==> config.mk <==
export PLATFORM = sky130hd
export DESIGN_NAME = tagged_field_record_decoder
export DESIGN_NICKNAME = d
export VERILOG_FILES = /design/src/hdl/tfrd_pkg.sv /design/src/hdl/tfrd_in_stage.sv /design/src/hdl/tfrd_core.sv /design/src/hdl/tfrd_out_stage.sv /design/src/hdl/tagged_field_record_decoder.sv
export SDC_FILE = /design/constraint.sdc
export NUM_CORES = 1
export LEC_CHECK = 0
export BUFFER_PORTS_ARGS = -buffer_cell sky130_fd_sc_hd__buf_4
export CAP_MARGIN = 10
export CORE_MARGIN = 2
export CORE_UTILIZATION = 50
export DETAILED_ROUTE_END_ITERATION = 8
export GPL_TIMING_DRIVEN = 0
export PLACE_DENSITY = 0.74
export SETUP_SLACK_MARGIN = 0.05
export SLEW_MARGIN = 20
export SYNTH_ARGS = -nofsm -noshare
export SYNTH_HDL_FRONTEND = slang
export SYNTH_SLANG_ARGS = --single-unit
export TNS_END_PERCENT = 100
==> constraint.sdc <==
create_clock -name aclk -period 9.3 [get_ports aclk]
set_input_delay 1.86 -clock aclk [delete_from_list [all_inputs] [get_ports aclk]]
set_output_delay 1.86 -clock aclk [all_outputs]
set_load 0.1 [all_outputs]
==> src/hdl/tfrd_pkg.sv <==
// ----------------------------------------------------------------------------
// Tagged field record decoder package
// Transfer types, field tag codes and result kind codes shared by the decoder
// modules.
// ----------------------------------------------------------------------------
package tfrd_pkg;

    localparam int FIELD_LIMIT_W = 7;
    localparam logic [FIELD_LIMIT_W-1:0] FIELD_LIMIT_RESET = 7'd64;

    localparam logic [7:0] TAG_NULL   = 8'd0;
    localparam logic [7:0] TAG_INT    = 8'd1;
    localparam logic [7:0] TAG_DOUBLE = 8'd2;
    localparam logic [7:0] TAG_STRING = 8'd3;
    localparam logic [7:0] TAG_BOOL   = 8'd4;

    localparam logic [2:0] KIND_NULL   = 3'd0;
    localparam logic [2:0] KIND_INT    = 3'd1;
    localparam logic [2:0] KIND_DOUBLE = 3'd2;
    localparam logic [2:0] KIND_HEADER = 3'd3;
    localparam logic [2:0] KIND_BOOL   = 3'd4;
    localparam logic [2:0] KIND_STRBYTE = 3'd5;
    localparam logic [2:0] KIND_END    = 3'd6;
    localparam logic [2:0] KIND_TRUNC  = 3'd7;

    typedef struct packed {
        logic [7:0] record_byte;
        logic       last_byte;
    } tfrd_in_t;

    typedef struct packed {
        logic [2:0]  kind;
        logic [63:0] value;
        logic [5:0]  field_index;
        logic        record_end;
    } tfrd_out_t;

endpackage

==> src/hdl/tfrd_in_stage.sv <==
// ----------------------------------------------------------------------------
// Input register
// Holds one accepted record byte until the parser consumes it.
// ----------------------------------------------------------------------------
module tfrd_in_stage (
    input  logic              aclk,
    input  logic              aresetn,
    input  logic              s_valid,
    output logic              s_ready,
    input  tfrd_pkg::tfrd_in_t s_data,
    input  logic              take,
    output logic              in_valid,
    output tfrd_pkg::tfrd_in_t in_item
);

    logic               valid_reg;
    tfrd_pkg::tfrd_in_t item_reg;

    assign s_ready  = !valid_reg || take;
    assign in_valid = valid_reg;
    assign in_item  = item_reg;

    always_ff @(posedge aclk) begin
        if (!aresetn) begin
            valid_reg <= 1'b0;
        end else if (s_valid && s_ready) begin
            valid_reg <= 1'b1;
        end else if (take) begin
            valid_reg <= 1'b0;
        end
    end

    always_ff @(posedge aclk) begin
        if (s_valid && s_ready) begin
            item_reg <= s_data;
        end
    end

endmodule

==> src/hdl/tfrd_core.sv <==
// ----------------------------------------------------------------------------
// Record parser
// Keeps the field phase, byte count, assembled value and field count, and
// works out the result that one record byte causes.
// ----------------------------------------------------------------------------
module tfrd_core #(
    parameter int MAX_FIELDS = 64
) (
    input  logic                                 aclk,
    input  logic                                 aresetn,
    input  logic                                 take,
    input  tfrd_pkg::tfrd_in_t                   in_item,
    input  logic [tfrd_pkg::FIELD_LIMIT_W-1:0]   field_limit,
    output logic                                 res_valid,
    output tfrd_pkg::tfrd_out_t                  res_item
);

    localparam int FS_W  = $clog2(MAX_FIELDS + 1);
    localparam int LIM_W = (FS_W > tfrd_pkg::FIELD_LIMIT_W) ? FS_W : tfrd_pkg::FIELD_LIMIT_W;

    localparam logic [2:0] PH_TAG  = 3'd0;
    localparam logic [2:0] PH_INT  = 3'd1;
    localparam logic [2:0] PH_DBL  = 3'd2;
    localparam logic [2:0] PH_LEN  = 3'd3;
    localparam logic [2:0] PH_BOOL = 3'd4;
    localparam logic [2:0] PH_STR  = 3'd5;

    logic [2:0]      phase_reg, phase_next;
    logic [31:0]     remain_reg, remain_next;
    logic [63:0]     asm_reg, asm_next;
    logic [FS_W-1:0] seen_reg, seen_next;

    logic [LIM_W-1:0] limit_ext;
    logic [LIM_W-1:0] max_ext;
    logic [LIM_W-1:0] seen_ext;
    logic             at_limit;
    logic [2:0]       pos;
    logic [63:0]      asm_new;
    logic [31:0]      remain_dec;
    logic [31:0]      missing;
    logic             have;
    logic [2:0]       kind;
    logic [63:0]      value;
    logic [5:0]       index;
    logic             rec_end;

    assign limit_ext = LIM_W'(field_limit);
    assign max_ext   = LIM_W'(MAX_FIELDS);
    assign seen_ext  = LIM_W'(seen_reg);
    assign at_limit  = (limit_ext < max_ext) ? (seen_ext >= limit_ext) : (seen_ext >= max_ext);

    assign pos        = ((phase_reg == PH_LEN) ? 3'd4 : 3'd0) - remain_reg[2:0];
    assign asm_new    = asm_reg | (64'(in_item.record_byte) << {pos, 3'b000});
    assign remain_dec = (remain_reg != 32'd0) ? remain_reg - 32'd1 : 32'd0;

    always_comb begin
        phase_next  = phase_reg;
        remain_next = remain_reg;
        asm_next    = asm_reg;
        seen_next   = seen_reg;
        have        = 1'b0;
        kind        = tfrd_pkg::KIND_NULL;
        value       = 64'd0;
        index       = 6'(seen_reg);
        rec_end     = 1'b0;
        missing     = 32'd0;

        case (phase_reg)
            PH_TAG: begin
                if (!at_limit) begin
                    case (in_item.record_byte)
                        tfrd_pkg::TAG_NULL: begin
                            have      = 1'b1;
                            seen_next = seen_reg + FS_W'(1);
                        end
                        tfrd_pkg::TAG_INT, tfrd_pkg::TAG_DOUBLE: begin
                            phase_next  = (in_item.record_byte == tfrd_pkg::TAG_INT)
                                          ? PH_INT : PH_DBL;
                            remain_next = 32'd8;
                            asm_next    = 64'd0;
                            missing     = 32'd8;
                        end
                        tfrd_pkg::TAG_STRING: begin
                            phase_next  = PH_LEN;
                            remain_next = 32'd4;
                            asm_next    = 64'd0;
                            missing     = 32'd4;
                        end
                        tfrd_pkg::TAG_BOOL: begin
                            phase_next = PH_BOOL;
                            missing    = 32'd1;
                        end
                        default: begin
                            seen_next = seen_reg + FS_W'(1);
                        end
                    endcase
                end
            end
            PH_INT, PH_DBL, PH_LEN: begin
                asm_next    = asm_new;
                remain_next = remain_dec;
                if (remain_dec != 32'd0) begin
                    missing = remain_dec;
                end else if (phase_reg == PH_LEN) begin
                    have  = 1'b1;
                    kind  = tfrd_pkg::KIND_HEADER;
                    value = 64'(asm_new[31:0]);
                    if (asm_new[31:0] == 32'd0) begin
                        seen_next  = seen_reg + FS_W'(1);
                        phase_next = PH_TAG;
                    end else begin
                        remain_next = asm_new[31:0];
                        phase_next  = PH_STR;
                        missing     = asm_new[31:0];
                    end
                end else begin
                    have       = 1'b1;
                    kind       = (phase_reg == PH_INT) ? tfrd_pkg::KIND_INT
                                                       : tfrd_pkg::KIND_DOUBLE;
                    value      = asm_new;
                    seen_next  = seen_reg + FS_W'(1);
                    phase_next = PH_TAG;
                end
            end
            PH_BOOL: begin
                have       = 1'b1;
                kind       = tfrd_pkg::KIND_BOOL;
                value      = 64'(in_item.record_byte != 8'd0);
                seen_next  = seen_reg + FS_W'(1);
                phase_next = PH_TAG;
            end
            PH_STR: begin
                have        = 1'b1;
                kind        = tfrd_pkg::KIND_STRBYTE;
                value       = 64'(in_item.record_byte);
                remain_next = remain_dec;
                if (remain_dec == 32'd0) begin
                    seen_next  = seen_reg + FS_W'(1);
                    phase_next = PH_TAG;
                end else begin
                    missing = remain_dec;
                end
            end
            default: begin
                phase_next = PH_TAG;
            end
        endcase

        if (in_item.last_byte) begin
            rec_end = 1'b1;
            if (missing != 32'd0) begin
                kind  = tfrd_pkg::KIND_TRUNC;
                value = 64'(missing);
            end else if (!have) begin
                kind  = tfrd_pkg::KIND_END;
                value = 64'(seen_next);
                index = 6'd0;
            end
            have        = 1'b1;
            phase_next  = PH_TAG;
            remain_next = 32'd0;
            asm_next    = 64'd0;
            seen_next   = '0;
        end
    end

    assign res_valid            = take && have;
    assign res_item.kind        = kind;
    assign res_item.value       = value;
    assign res_item.field_index = index;
    assign res_item.record_end  = rec_end;

    always_ff @(posedge aclk) begin
        if (!aresetn) begin
            phase_reg  <= PH_TAG;
            remain_reg <= 32'd0;
            asm_reg    <= 64'd0;
            seen_reg   <= '0;
        end else if (take) begin
            phase_reg  <= phase_next;
            remain_reg <= remain_next;
            asm_reg    <= asm_next;
            seen_reg   <= seen_next;
        end
    end

endmodule

==> src/hdl/tfrd_out_stage.sv <==
// ----------------------------------------------------------------------------
// Result register
// Holds one result until the downstream side takes the transfer.
// ----------------------------------------------------------------------------
module tfrd_out_stage (
    input  logic                aclk,
    input  logic                aresetn,
    input  logic                load,
    input  tfrd_pkg::tfrd_out_t res_item,
    output logic                space,
    output logic                m_valid,
    input  logic                m_ready,
    output tfrd_pkg::tfrd_out_t m_data
);

    logic                valid_reg;
    tfrd_pkg::tfrd_out_t data_reg;

    assign space   = !valid_reg || m_ready;
    assign m_valid = valid_reg;
    assign m_data  = data_reg;

    always_ff @(posedge aclk) begin
        if (!aresetn) begin
            valid_reg <= 1'b0;
        end else if (load) begin
            valid_reg <= 1'b1;
        end else if (m_ready) begin
            valid_reg <= 1'b0;
        end
    end

    always_ff @(posedge aclk) begin
        if (load) begin
            data_reg <= res_item;
        end
    end

endmodule

==> src/hdl/tagged_field_record_decoder.sv <==
// ----------------------------------------------------------------------------
// Tagged field record decoder
// Parses a byte stream of tag-length-value fields into typed results.
// ----------------------------------------------------------------------------
// The decoder takes one record byte per cycle when not stalled. Each byte is
// held in an input register and parsed by combinational logic once the result
// register has space; any result that the byte gives is loaded into the result
// register at the end of that cycle. A byte can be accepted in
// every cycle; the only thing that stops input is a result that the downstream
// side has not yet taken while the input register also holds a byte. Integers
// and double bits give one result after their eighth payload byte, strings give
// a header result and one result per data byte, and the last byte of a record
// always gives a result marked as the record end. The field limit register may
// only be written while no bytes are in flight.
module tagged_field_record_decoder #(
    parameter int MAX_FIELDS = 64
) (
    input  logic                               aclk,
    input  logic                               aresetn,
    input  logic                               s_valid,
    output logic                               s_ready,
    input  tfrd_pkg::tfrd_in_t                 s_data,
    output logic                               m_valid,
    input  logic                               m_ready,
    output tfrd_pkg::tfrd_out_t                m_data,
    input  logic                               cfg_valid,
    output logic                               cfg_ready,
    input  logic [tfrd_pkg::FIELD_LIMIT_W-1:0] cfg_data
);

    logic [tfrd_pkg::FIELD_LIMIT_W-1:0] field_limit_reg;
    logic                               in_valid;
    tfrd_pkg::tfrd_in_t                 in_item;
    logic                               take;
    logic                               space;
    logic                               res_valid;
    tfrd_pkg::tfrd_out_t                res_item;

    assign cfg_ready = 1'b1;
    assign take      = in_valid && space;

    always_ff @(posedge aclk) begin
        if (!aresetn) begin
            field_limit_reg <= tfrd_pkg::FIELD_LIMIT_RESET;
        end else if (cfg_valid && cfg_ready) begin
            field_limit_reg <= cfg_data;
        end
    end

    tfrd_in_stage u_in_stage (
        .aclk     (aclk),
        .aresetn  (aresetn),
        .s_valid  (s_valid),
        .s_ready  (s_ready),
        .s_data   (s_data),
        .take     (take),
        .in_valid (in_valid),
        .in_item  (in_item)
    );

    tfrd_core #(
        .MAX_FIELDS (MAX_FIELDS)
    ) u_core (
        .aclk        (aclk),
        .aresetn     (aresetn),
        .take        (take),
        .in_item     (in_item),
        .field_limit (field_limit_reg),
        .res_valid   (res_valid),
        .res_item    (res_item)
    );

    tfrd_out_stage u_out_stage (
        .aclk     (aclk),
        .aresetn  (aresetn),
        .load     (res_valid),
        .res_item (res_item),
        .space    (space),
        .m_valid  (m_valid),
        .m_ready  (m_ready),
        .m_data   (m_data)
    );

    a_end_fields: assert property (@(posedge aclk) disable iff (!aresetn)
        (m_valid && m_data.kind == tfrd_pkg::KIND_END)
            |-> (m_data.record_end && m_data.field_index == 6'd0))
        else $error("end result without record end or with a nonzero field index");

    a_trunc_missing: assert property (@(posedge aclk) disable iff (!aresetn)
        (m_valid && m_data.kind == tfrd_pkg::KIND_TRUNC)
            |-> (m_data.record_end && m_data.value != 64'd0))
        else $error("truncation result without record end or missing bytes");

    a_full_stall: assert property (@(posedge aclk) disable iff (!aresetn)
        (in_valid && m_valid && !m_ready) |-> !s_ready)
        else $error("input accepted while both registers are held");

    a_result_loaded: assert property (@(posedge aclk) disable iff (!aresetn)
        (take && in_item.last_byte) |=> m_valid && m_data.record_end)
        else $error("last byte of a record gave no closing result");

endmodule
### Yosys cells after proc, flatten, opt, wreduce, memory -nomap -nowiden

Index checks and enable logic that the tools add are counted.

| word-level totals | value |
|---|---|
| bits in read-only memories | 0 |
| word-level logic and storage cells | 127 |
| memory bits (writable) | 0 |
| register bits | 198 |
| memories kept | 0 |
| input bits | 21 |
| latch bits | 0 |

| operators by class | value |
|---|---|
| mux-type cells | 64 |
| magnitude comparators | 3 |
| div/mod/pow operators | 0 |
| eq/ne operators | 15 |
| add/subtract/negate cells | 3 |
| multipliers | 0 |
| reduce and logical (&&, ||, !) cells | 27 |
| shift-type cells | 1 |
| bitwise logic cells | 1 |

Operator list:

| kind | count |
|---|---|
| $mux W64 | 8 |
| $mux W32 | 11 |
| $pmux W32 S3 | 2 |
| $pmux W64 S3 | 1 |
| $pmux W64 S2 | 1 |
| $reduce_bool A32 Y1 | 3 |
| $logic_not A32 Y1 | 2 |
| $or A64 B64 Y64 | 1 |
| $pmux W32 S2 | 1 |
| $shl A8 B6 Y64 | 1 |
| $mux W7 | 7 |
| $mux W3 | 12 |
| $sub A32 B1 Y32 const B | 1 |
| $pmux W7 S4 | 1 |
| $pmux W3 S3 | 3 |
| $mux W6 | 3 |
| $eq A8 B2 Y1 const B | 2 |
| $pmux W4 S3 | 1 |
| $mux W1 | 10 |
| $ne A3 B3 Y1 const B | 3 |
| $eq A8 B1 Y1 const B | 1 |
| $eq A8 B3 Y1 const B | 1 |
| $logic_not A8 Y1 | 1 |
| $reduce_and A4 Y1 | 2 |
| other kinds (25) | 35 |

### Logic depth before layout (Yosys ltp)

Gate-level depths: netlist of run 1.

| logic depth | value |
|---|---|
| depth after elaboration | 13 |
| mapped depth | 18 |

### By module

A second synthesis of run 1 with hierarchy kept.

| second synthesis, totals | value |
|---|---|
| cells, all modules | 1165 |
| area, all modules | 10406.2 um2 |

By module, submodules not included:

| module | instances | cells an instance | area each (um2) |
|---|---|---|---|
| tfrd_core | 1 | 1048 | 7527.2 |
| tfrd_out_stage | 1 | 78 | 2270.9 |
| tfrd_in_stage | 1 | 14 | 327.8 |
| tagged_field_record_decoder | 1 | 25 | 280.3 |

### Worst setup path after synthesis of run 1

OpenSTA, ideal clock, no wires.

| timing | value |
|---|---|
| path kind | register to register |
| start point | register u_core.remain_reg[0] |
| end point | register u_out_stage.data_reg, in the netlist u_out_stage.m_data[0], enable pin |
| stages on the path, launching flop included | 16 |
| setup slack | 2.486 ns |
| data arrival time | 6.307 ns |
| path buffers | 3 |
| cells stage by stage | dfxtp_1 clkbuf_1 inv_1 ha_1 or4b_1 clkbuf_1 or3_1 o31ai_1 nand4_1 and4b_4 a31o_1 buf_6 a311oi_1 a21oi_1 nor2_1 nor2_1 |

| on the way | value |
|---|---|
| word-level cells in the longest chain between the ends | 7 |
| elaborated cells on any way between the ends | 8 |

Ends and longest elaborated chain:

| what | line | RTL |
|---|---|---|
| start, declared | tfrd_core.sv:29 | `logic [31:0] remain_reg, remain_next;` |
| start signal, assigned | tfrd_core.sv:181 | `remain_reg <= remain_next;` |
| $sub A32 B1 Y32 or $reduce_bool A32 Y1 (tied branches) | tfrd_core.sv:54 | `assign remain_dec = (remain_reg != 32'd0) ? remain_reg - 32'd1 : 32'd0;` |
| $mux W32 (*) | tfrd_core.sv:54 |  |
| $reduce_bool A32 Y1 (*) | tfrd_core.sv:102 | `if (remain_dec != 32'd0) begin` |
| $mux W1 (*) | tfrd_core.sv:102 |  |
| $pmux W1 S3 (*) | tfrd_core.sv:68 | `case (phase_reg)` |
| $mux W1 (*) | tfrd_core.sv:149 | `if (in_item.last_byte) begin` |
| $logic_and A1 B1 Y1 (*) | tfrd_core.sv:167 | `assign res_valid = take && have;` |
| named net res_valid | tagged_field_record_decoder.sv:36 | `logic res_valid;` |
| end signal, assigned | tfrd_out_stage.sv:35 | `data_reg <= res_item;` |
| end, declared | tfrd_out_stage.sv:17 | `tfrd_pkg::tfrd_out_t data_reg;` |

Mark *: on every way through the listed nets, which the timed path passes. The rest lies on a longest branch.
A chain may end at the register's enable or synchronous reset.

==> results.py, run 1 <==
metrics = {
    "die": {
        "die_height_um": 149.6,
        "core-area_um2": 20890,
        "start_util": 0.5076,
        "design.die.area_um2": 22390,
        "io_pins": 98,
        "row_count": 53,
        "die_w_um": 149.6,
    },
    "grt": {
        "grt_pass1_wl_um": 54010,
        "grt-ovfl-total": 0,
        "antenna_found_initial": 0,
        "gr-usage-all-layers": 0.3185,
        "grt_max_degree": 31,
        "grt_pass1_vias": 9484,
    },
    "setup_path": {
        "cp_common_cell": "clkbuf_1",
        "crit_path_start_kind": "register",
        "crit_chain": "clkbuf_1 > inv_1 > ha_1 > buf_1 > clkbuf_1 > o22ai_1 > o41ai_1 > nand4_1 > o311ai_0 > clkbuf_1 > a21oi_1 > o31ai_1 > buf_2 > nand4_1 > xnor2_1 > a21o_1 > mux2_2",
        "worstPathRequired_ns": 9.50,
        "crit_type": "register to register",
        "cpPeakStageDelay_ns": 0.52,
        "slowest_stage": "ha_1",
        "arrival_ns": 6.27,
        "reg2reg_depth": 17,
        "endpoint_kind": "register",
        "r2r-start": "u_core.remain_reg[0]",
        "rr_endpoint": "u_out_stage.m_data[11]",
        "cp_max_fo": 10,
        "reg2reg_slack_ns": 3.24,
    },
    "yosys": {
        "syn_area_per_cell_um2": 8.837,
        "synth_cell_types": 79,
        "netlist_top_cells_area": "edfxtp_1, dfxtp_1, a21oi_1",
        "synth_top_family_by_area": "simple AND/OR/NAND/NOR gates",
        "synthMuxAreaShare": 0.01357,
        "synth-compound-area-share": 0.2135,
        "synth-adder-area-share": 0.01180,
        "yosys.area_share.simple": 0.2391,
        "syn_area_um2": 10600,
        "synth_warnings": 0,
        "synth-edff-count": 83,
        "syn_inst": 1200,
        "yosys.area.top_type": "edfxtp_1",
        "ys_seq_area_frac": 0.4522,
        "synth-seq-cells": 198,
        "syn_nets": 1231,
        "yosys.area.top_type_share": 0.2350,
        "synthArstFlopShare": 0,
        "synthXorXnorAreaFrac": 0.02726,
        "synth_ff_type": "dfxtp_1",
    },
    "sta": {
        "slew_violations": 0,
        "hold_viol": 0,
        "period_share": 0.6521,
        "max_freq_mhz": 164.9,
        "relSlewSlack": 0.2400,
        "period_needed_ns": 6.065,
        "worst_pin_slew_ns": 1.135,
        "fin_worst_skew_ns": 0.01426,
        "rsz0062_at_grt": "false",
        "setup_viol": 0,
    },
    "finish": {
        "antenna_cells": 0,
        "nNetsFinal": 1347,
        "layout-drive-gt1-share": 0.1302,
        "area_delta_synth_final_pct": 16.80,
        "final_common_cell": "nor2_1",
        "largest_reg_flops": 74,
        "fin_util": 0.5929,
        "final_cell_mix": "nor2_1, a21oi_1, dfxtp_1, buf_4, nor2b_1",
    },
    "clock_tree": {
        "numClockSinks": 198,
        "cts_tree": "built",
        "cts_setup_buffers": 0,
        "clk_pin_slew_ns": 0.08,
        "htree_num_levels": 4,
        "cts_buffer_depth": 2,
        "cts_root_buf": "clkbuf_16",
        "insertion_delay_ns": 0.45,
        "cts_made_buffers": 17,
        "cts_resized": 0,
        "hold_buffers": 0,
    },
    "detailed_routing": {
        "dr.pass1.iters": 6,
        "wl_per_cell_um": 22.15,
        "antenna_left": 0,
        "drc_errors": 0,
        "num_vias": 10100,
        "viasPerCell": 6.297,
        "totalWireLength_um": 35530,
        "first_iter_violations": 1298,
    },
    "power": {
        "ir_worst_vdd_mv": 0.1273,
        "power_density_nw_per_um2": 159.8,
        "total_power_mw": 1.979,
        "p_leak_nw": 4.392,
    },
    "place": {
        "dp_hpwl_um": 26290,
        "io_buffers": 95,
        "gp_congestion": 1.009,
    },
    "worst_hold_path": {
        "hold_depth": 2,
        "hold_end": "u_core.asm_reg[58]",
        "worst_hold_path_type": "register to register",
        "hp-start": "u_core.asm_reg[58]",
    },
    "job": {
        "drv_cap": 0,
    },
    "status": {
        "outcome": "complete, no violations",
    },
}
## layout make-up
class                           instances  area [um^2]
Multi-Input combinational cell        893         5374
Fill cell                            1876         8503
Timing Repair Buffer                   97        753.2
Inverter                               20        75.07
Clock inverter                         15        245.2
Clock buffer                           17        425.4
Tap cell                              275        344.1
Buffer                                 89        374.1
Sequential cell                       198         4795
## cell families (layout without fill, tap and decap cells)
logic type               count (synthesis)  after routing
other                                    1              1
XOR/XNOR                                33             33
AND/OR/NAND/NOR                        482            482
AO/OA/AOI/OAI                          353            353
buffers and inverters                  109            238
multiplexers                            14             14
adder cells (fa/ha/maj)                 10             10
flip-flops                             198            198
## worst max path at each step
| stage | startpoint | end | cells past startpoint |
|---|---|---|---|
| 6_report | u_core.remain_reg[0] | u_out_stage.m_data[11] | 17 |
| 4_1_cts | u_core.remain_reg[0] | u_out_stage.m_data[11] | 17 |
| 3_3_place_gp | u_core.remain_reg[0] | u_out_stage.m_data[35] | 13 |
| 5_1_grt | u_core.remain_reg[0] | u_out_stage.m_data[11] | 17 |
| 2_1_floorplan | u_core.remain_reg[0] | u_out_stage.m_data[0] | 15 |
| 3_5_place_dp | u_core.remain_reg[0] | u_out_stage.m_data[11] | 17 |
## worst max-delay path, delay by kind of cell, from the launching register on
family	cells	cell delay (ns)
adder cells (fa/ha/maj)	1	0.52
flip-flops	1	0.43
buffers and inverters	6	2.30
AO/OA/AOI/OAI	6	1.74
AND/OR/NAND/NOR	2	0.37
multiplexers	1	0.27
XOR/XNOR	1	0.18
## cell usage after synthesis (20+ instances only)
cell	count
a22oi_1	39
nor4_1	20
dfxtp_1	115
o31ai_1	20
xnor2_1	23
nor2_1	143
edfxtp_1	83
a21oi_1	135
o21ai_0	41
nor3_1	27
nand2_1	74
nor2b_1	86
clkbuf_1	68
## where the power goes
| part | internal [mW] | switching, mW | total, mW |
|---|---|---|---|
| clock | 0.387 | 0.425 | 0.812 |
| combinational | 0.0579 | 0.184 | 0.242 |
| sequential | 0.918 | 0.00719 | 0.925 |
| total | 1.36 | 0.616 | 1.98 |
## per-layer routing
layer,part of all wire,vias up,global-route usage
li1,-,4628,-
met1,0.40,4715,0.4169
met2,0.46,621,0.5069
met3,0.10,136,0.07256
met4,0.044,0,0.1371
met5,0,-,0
## metrics by stage
stage	std cells	worst slack [ns]	setup TNS, ns	hold WS [ns]	instance area, um^2
3_3_place_gp	1570	-0.02372	-0.8145	0.4483	11660
6_report	1604	3.235	0	0.4753	12390
4_1_cts	1604	3.448	0	0.4761	12390
3_5_place_dp	1572	3.552	0	0.4556	11720
5_1_grt	1604	2.937	0	0.4932	12390
2_1_floorplan	1200	2.486	0	0.4375	10600
Note: power is estimated with default switching activity, not from simulation.
==> inputs of run 2 (changes only) <==
==> constraint.sdc (replaced) <==
create_clock -name aclk -period 5.8 [get_ports aclk]
set_input_delay 1.16 -clock aclk [delete_from_list [all_inputs] [get_ports aclk]]
set_output_delay 1.16 -clock aclk [all_outputs]
set_load 0.1 [all_outputs]
==> results.py, run 2 (synthesis results as in run 1) <==
metrics = {
    "status": {
        "outcome": "complete, no violations",
    },
    "grt": {
        "antenna_found_initial": 0,
        "gr-usage-all-layers": 0.3190,
        "grt_pass1_wl_um": 54340,
        "grt-ovfl-total": 0,
        "grt_pass1_vias": 9441,
        "grt_max_degree": 31,
    },
    "finish": {
        "num-fill-cells": 1889,
        "multiInputGateArea_um2": 5394,
        "nNetsFinal": 1350,
        "antenna_cells": 0,
        "final_cell_mix": "nor2_1, a21oi_1, dfxtp_1, buf_4, nor2b_1",
        "largest_reg_flops": 74,
        "seqCellArea_um2": 4795,
        "area_delta_synth_final_pct": 17.10,
        "final_common_cell": "nor2_1",
        "layout-drive-gt1-share": 0.1366,
        "fin_cells": 1607,
    },
    "detailed_routing": {
        "wl_met2_um": 16090,
        "wl_per_cell_um": 22.14,
        "num_vias": 10250,
        "first_iter_violations": 1412,
        "dr_wl_met3_um": 3518,
        "viasPerCell": 6.376,
        "drc_errors": 0,
        "dr.pass1.iters": 8,
        "drt-met1-wl_um": 14630,
        "top_layer": "met4",
        "totalWireLength_um": 35570,
        "antenna_left": 0,
    },
    "sta": {
        "period_share": 0.9428,
        "setup_viol": 0,
        "layout_setup_ws_ns": 0.3315,
        "hold_viol": 0,
        "fin_worst_skew_ns": 0.01210,
        "relSlewSlack": 0.2133,
        "hold_slack_ns": 0.4761,
        "period_needed_ns": 5.468,
        "worst_pin_slew_ns": 1.175,
        "slew_violations": 0,
        "rsz0062_at_grt": "false",
        "max_freq_mhz": 182.9,
    },
    "worst_hold_path": {
        "hp-start": "u_core.asm_reg[60]",
        "hold_depth": 2,
        "hold_end": "u_core.asm_reg[60]",
        "worst_hold_path_type": "register to register",
    },
    "setup_path": {
        "reg2reg_depth": 17,
        "r2r-start": "u_core.remain_reg[0]",
        "cp_max_fo": 10,
        "reg2reg_slack_ns": 0.33,
        "crit_path_start_kind": "register",
        "worstPathRequired_ns": 6.01,
        "endpoint_kind": "register",
        "rr_endpoint": "u_out_stage.m_data[11]",
        "arrival_ns": 5.68,
        "crit_type": "register to register",
    },
    "place": {
        "dp_hpwl_um": 25850,
        "post-place-cells": 1573,
        "io_buffers": 95,
        "gp_congestion": 1.002,
        "place_ws_ns": 0.1266,
    },
    "power": {
        "power_density_nw_per_um2": 256.8,
        "clkPwrFrac": 0.413,
        "switchingPower_mw": 1.004,
        "p_leak_nw": 4.422,
        "p_comb_frac": 0.123,
        "intPower_mw": 2.185,
        "switching_share": 0.3148,
        "seq_power_share": 0.465,
        "ir_worst_vdd_mv": 0.2036,
    },
    "die": {
        "row_count": 53,
        "io_pins": 98,
        "core-area_um2": 20890,
        "design.die.area_um2": 22390,
        "die_height_um": 149.6,
        "start_util": 0.5076,
        "die_w_um": 149.6,
    },
    "clock_tree": {
        "htree_num_levels": 4,
        "cts_root_buf": "clkbuf_16",
        "cts_buffer_depth": 2,
        "numClockSinks": 198,
        "cts_made_buffers": 17,
        "insertion_delay_ns": 0.46,
        "hold_buffers": 0,
        "cts_tree": "built",
        "clk_pin_slew_ns": 0.09,
    },
    "job": {
        "drv_cap": 0,
    },
}
==> run 2: changes by cell type in the layout (fill, tap and decap cells not counted), sizes merged <==
cell and delta:
clkinv -1, buf +1, clkbuf +1, nor2 +1, inv +1
==> run 2: power groups by stage <==
stage                     Sequential [mW]  Clock [mW]  Combinational (mW)
final                                1.48        1.32               0.391
after global placement               1.52           0               0.372
after global routing                 1.49        1.37               0.406
after detailed placement             1.51           0               0.378
after CTS                            1.48        1.32               0.380
after floorplan                      1.63           0               0.151
==> run 2: worst max path at each step <==
stage                             end  cells past startpoint                 start  slack, ns
6_report       u_out_stage.m_data[11]                     17  u_core.remain_reg[0]       0.33
5_1_grt        u_out_stage.m_data[11]                     17  u_core.remain_reg[0]       0.09
4_1_cts        u_out_stage.m_data[30]                     15  u_core.remain_reg[0]        0.1
3_5_place_dp   u_out_stage.m_data[11]                     17  u_core.remain_reg[0]       0.13
3_3_place_gp   u_out_stage.m_data[18]                     13  u_core.remain_reg[0]      -1.70
2_1_floorplan   u_out_stage.m_data[0]                     15  u_core.remain_reg[0]       0.22
==> run 2: area by class of cell <==
class                      count  area share
inverter                      20    0.006046
clock buffer                  17     0.03426
tap                          275     0.02771
timing repair buffer          99     0.06167
multi-input combinational    894      0.4344
clock inverter                15     0.01935
buffer                        89     0.03043
sequential                   198      0.3861
==> run 2: critical path, cell delays in order, from the launching register on <==
cell and delay (ns):
dfxtp_1 0.46, clkbuf_1 0.33, inv_1 0.27, ha_1 0.29, xor2_1 0.36, xnor2_1 0.19
clkbuf_1 0.26, a31oi_1 0.55, o211ai_1 0.21, o311ai_1 0.35, clkbuf_2 0.34, a21oi_1 0.12
o31ai_1 0.33, buf_2 0.27, nand4_1 0.19, xnor2_1 0.18, a21o_1 0.21, mux2_2 0.28
==> run 2: metal layers <==
layer | GRT usage | vias up
li1 | - | 4643
met2 | 0.4989 | 656
met3 | 0.05915 | 123
met1 | 0.4389 | 4824
met4 | 0.1252 | 0
met5 | 0 | -
==> run 2: what timing repair did <==
action / in CTS / in global routing
setup buffers: 0 / 1
cloned: 0 / 1
gates resized for setup: 1 / 7
pin swaps: 0 / 1
setup endpoints to repair: 1 / 124
==> run 2: metrics by stage <==
stage,instance area (um^2),setup TNS (ns),utilization,power [mW]
final,12420,0,0.5944,3.189
after global routing,12420,0,0.5944,3.257
after CTS,12390,0,0.5930,3.180
after detailed placement,11720,0,0.5611,1.893
after global placement,11660,-124.89,0.5584,1.889
after floorplan,10610,0,-,1.785
==> inputs of run 3 (changes only) <==
--- a/config.mk
+++ b/config.mk
@@ -8,10 +8,10 @@
 export BUFFER_PORTS_ARGS = -buffer_cell sky130_fd_sc_hd__buf_4
 export CAP_MARGIN = 10
 export CORE_MARGIN = 2
-export CORE_UTILIZATION = 50
+export CORE_UTILIZATION = 25
 export DETAILED_ROUTE_END_ITERATION = 8
 export GPL_TIMING_DRIVEN = 0
-export PLACE_DENSITY = 0.74
+export PLACE_DENSITY = 0.45
 export SETUP_SLACK_MARGIN = 0.05
 export SLEW_MARGIN = 20
 export SYNTH_ARGS = -nofsm -noshare
==> results.py, run 3 (synthesis results as in run 1) <==
metrics = {
    "status": {
        "outcome": "complete, no violations",
    },
    "sta": {
        "hold_slack_ns": 0.4707,
        "fin_worst_skew_ns": 0.01889,
        "slew_violations": 0,
        "hold_viol": 0,
        "relSlewSlack": 0.2914,
        "layout_setup_ws_ns": 0.2498,
        "period_needed_ns": 5.550,
        "period_share": 0.9569,
        "tns_ns": 0,
        "max_freq_mhz": 180.2,
        "rsz0062_at_grt": "true",
        "worst_pin_slew_ns": 1.058,
        "setup_viol": 0,
    },
    "finish": {
        "final_cell_mix": "nor2_1, a21oi_1, dfxtp_1, buf_4, nor2b_1",
        "nNetsFinal": 1350,
        "multiInputGateArea_um2": 5404,
        "area_delta_synth_final_pct": 20.13,
        "final_cell_area_um2": 12740,
        "num-fill-cells": 4425,
        "final_common_cell": "nor2_1",
        "largest_reg_flops": 74,
        "antenna_cells": 0,
        "layout-drive-gt1-share": 0.1389,
        "seqCellArea_um2": 4795,
    },
    "power": {
        "total_power_mw": 3.113,
        "power_density_nw_per_um2": 244.4,
        "p_leak_nw": 4.416,
        "ir_worst_vdd_mv": 0.1760,
    },
    "setup_path": {
        "endpoint_kind": "register",
        "crit_path_start_kind": "register",
        "arrival_ns": 5.74,
        "reg2reg_slack_ns": 0.25,
        "r2r-start": "u_core.remain_reg[0]",
        "cp_max_fo": 10,
        "worstPathRequired_ns": 5.99,
        "critPathLaunch": "u_core.remain_reg[0]",
        "crit_type": "register to register",
    },
    "worst_hold_path": {
        "hp-start": "u_core.asm_reg[53]",
        "worst_hold_path_type": "register to register",
    },
    "die": {
        "io_pins": 98,
        "die_height_um": 210.0,
        "row_count": 75,
        "die_w_um": 210.0,
        "start_util": 0.2528,
        "core-area_um2": 41950,
        "design.die.area_um2": 44080,
    },
    "clock_tree": {
        "cts_made_buffers": 17,
        "htree_num_levels": 4,
        "numClockSinks": 198,
        "clk_pin_slew_ns": 0.08,
        "insertion_delay_ns": 0.47,
        "cts_buffer_depth": 2,
        "hold_buffers": 0,
        "cts_root_buf": "clkbuf_16",
        "cts_tree": "built",
    },
    "detailed_routing": {
        "viasPerCell": 5.217,
        "dr.pass1.iters": 5,
        "drc_errors": 0,
        "antenna_left": 0,
        "num_vias": 9761,
        "wl_per_cell_um": 21.83,
        "totalWireLength_um": 40840,
        "first_iter_violations": 980,
    },
    "place": {
        "place_ws_ns": -0.1537,
        "place_area_um2": 12080,
        "dp_hpwl_um": 30850,
        "gp_congestion": 0.9281,
        "io_buffers": 95,
    },
    "grt": {
        "grt_pass1_vias": 9315,
        "grt_pass1_wl_um": 60400,
        "grt-ovfl-total": 0,
        "grt_max_degree": 27,
        "gr-usage-all-layers": 0.1848,
        "antenna_found_initial": 0,
    },
    "job": {
        "drv_cap": 0,
    },
}
-- run 3: path summary, 6_finish.rpt --
check        cells past startpoint                endpoint
min reg2reg                      2      u_core.asm_reg[53]
max reg2reg                     15  u_out_stage.m_data[31]
min                              2      u_core.asm_reg[53]
max                             15  u_out_stage.m_data[31]
-- run 3: timing repair --
item                       in CTS  in global routing
setup endpoints to repair      49                 60
pin swaps                       0                  1
cloned                          0                  0
setup buffers                   0                  1
resized for setup               3                  9
-- run 3: critical path: stages, from the launching register on --
cell	delay, ns
dfxtp_1	0.43
clkbuf_1	0.33
inv_1	0.25
ha_1	0.46
clkbuf_2	0.26
clkbuf_2	0.33
o22ai_1	0.12
o41ai_1	0.50
nand4_1	0.20
o311ai_1	0.43
clkbuf_2	0.34
and3_1	0.22
o32a_1	0.35
a41oi_4	0.27
buf_4	0.26
o31ai_1	0.53
-- run 3: per-stage QoR --
step           instances  utilization
4_1_cts             1870       0.3029
3_3_place_gp        1834       0.2859
2_1_floorplan       1200            -
3_5_place_dp        1838       0.2880
5_1_grt             1871       0.3037
6_report            1871       0.3037
-- run 3: layout make-up --
type,count,share of cell area
clock inverters,12,0.01159
multi-input cells,893,0.4242
plain buffers,89,0.02976
well taps,539,0.05294
flip-flops and latches,198,0.3764
repair buffers,100,0.06247
clock buffers,20,0.03674
inverters,20,0.005893
-- run 3: report_power, final --
| part | leakage, nW | switching [mW] | internal, mW |
|---|---|---|---|
| sequential | 1.69 | 0.0120 | 1.47 |
| clock | 0.299 | 0.617 | 0.617 |
| combinational | 2.43 | 0.300 | 0.0951 |
-- run 3: routing by layer --
metal,vias to the layer above,GRT usage,routed length (um),share of wire
met2,352,0.2964,18920,0.46
met4,0,0.06114,950,0.023
li1,4633,-,-,-
met1,4725,0.2514,18530,0.45
met3,51,0.03352,2446,0.060
met5,-,0,0,0
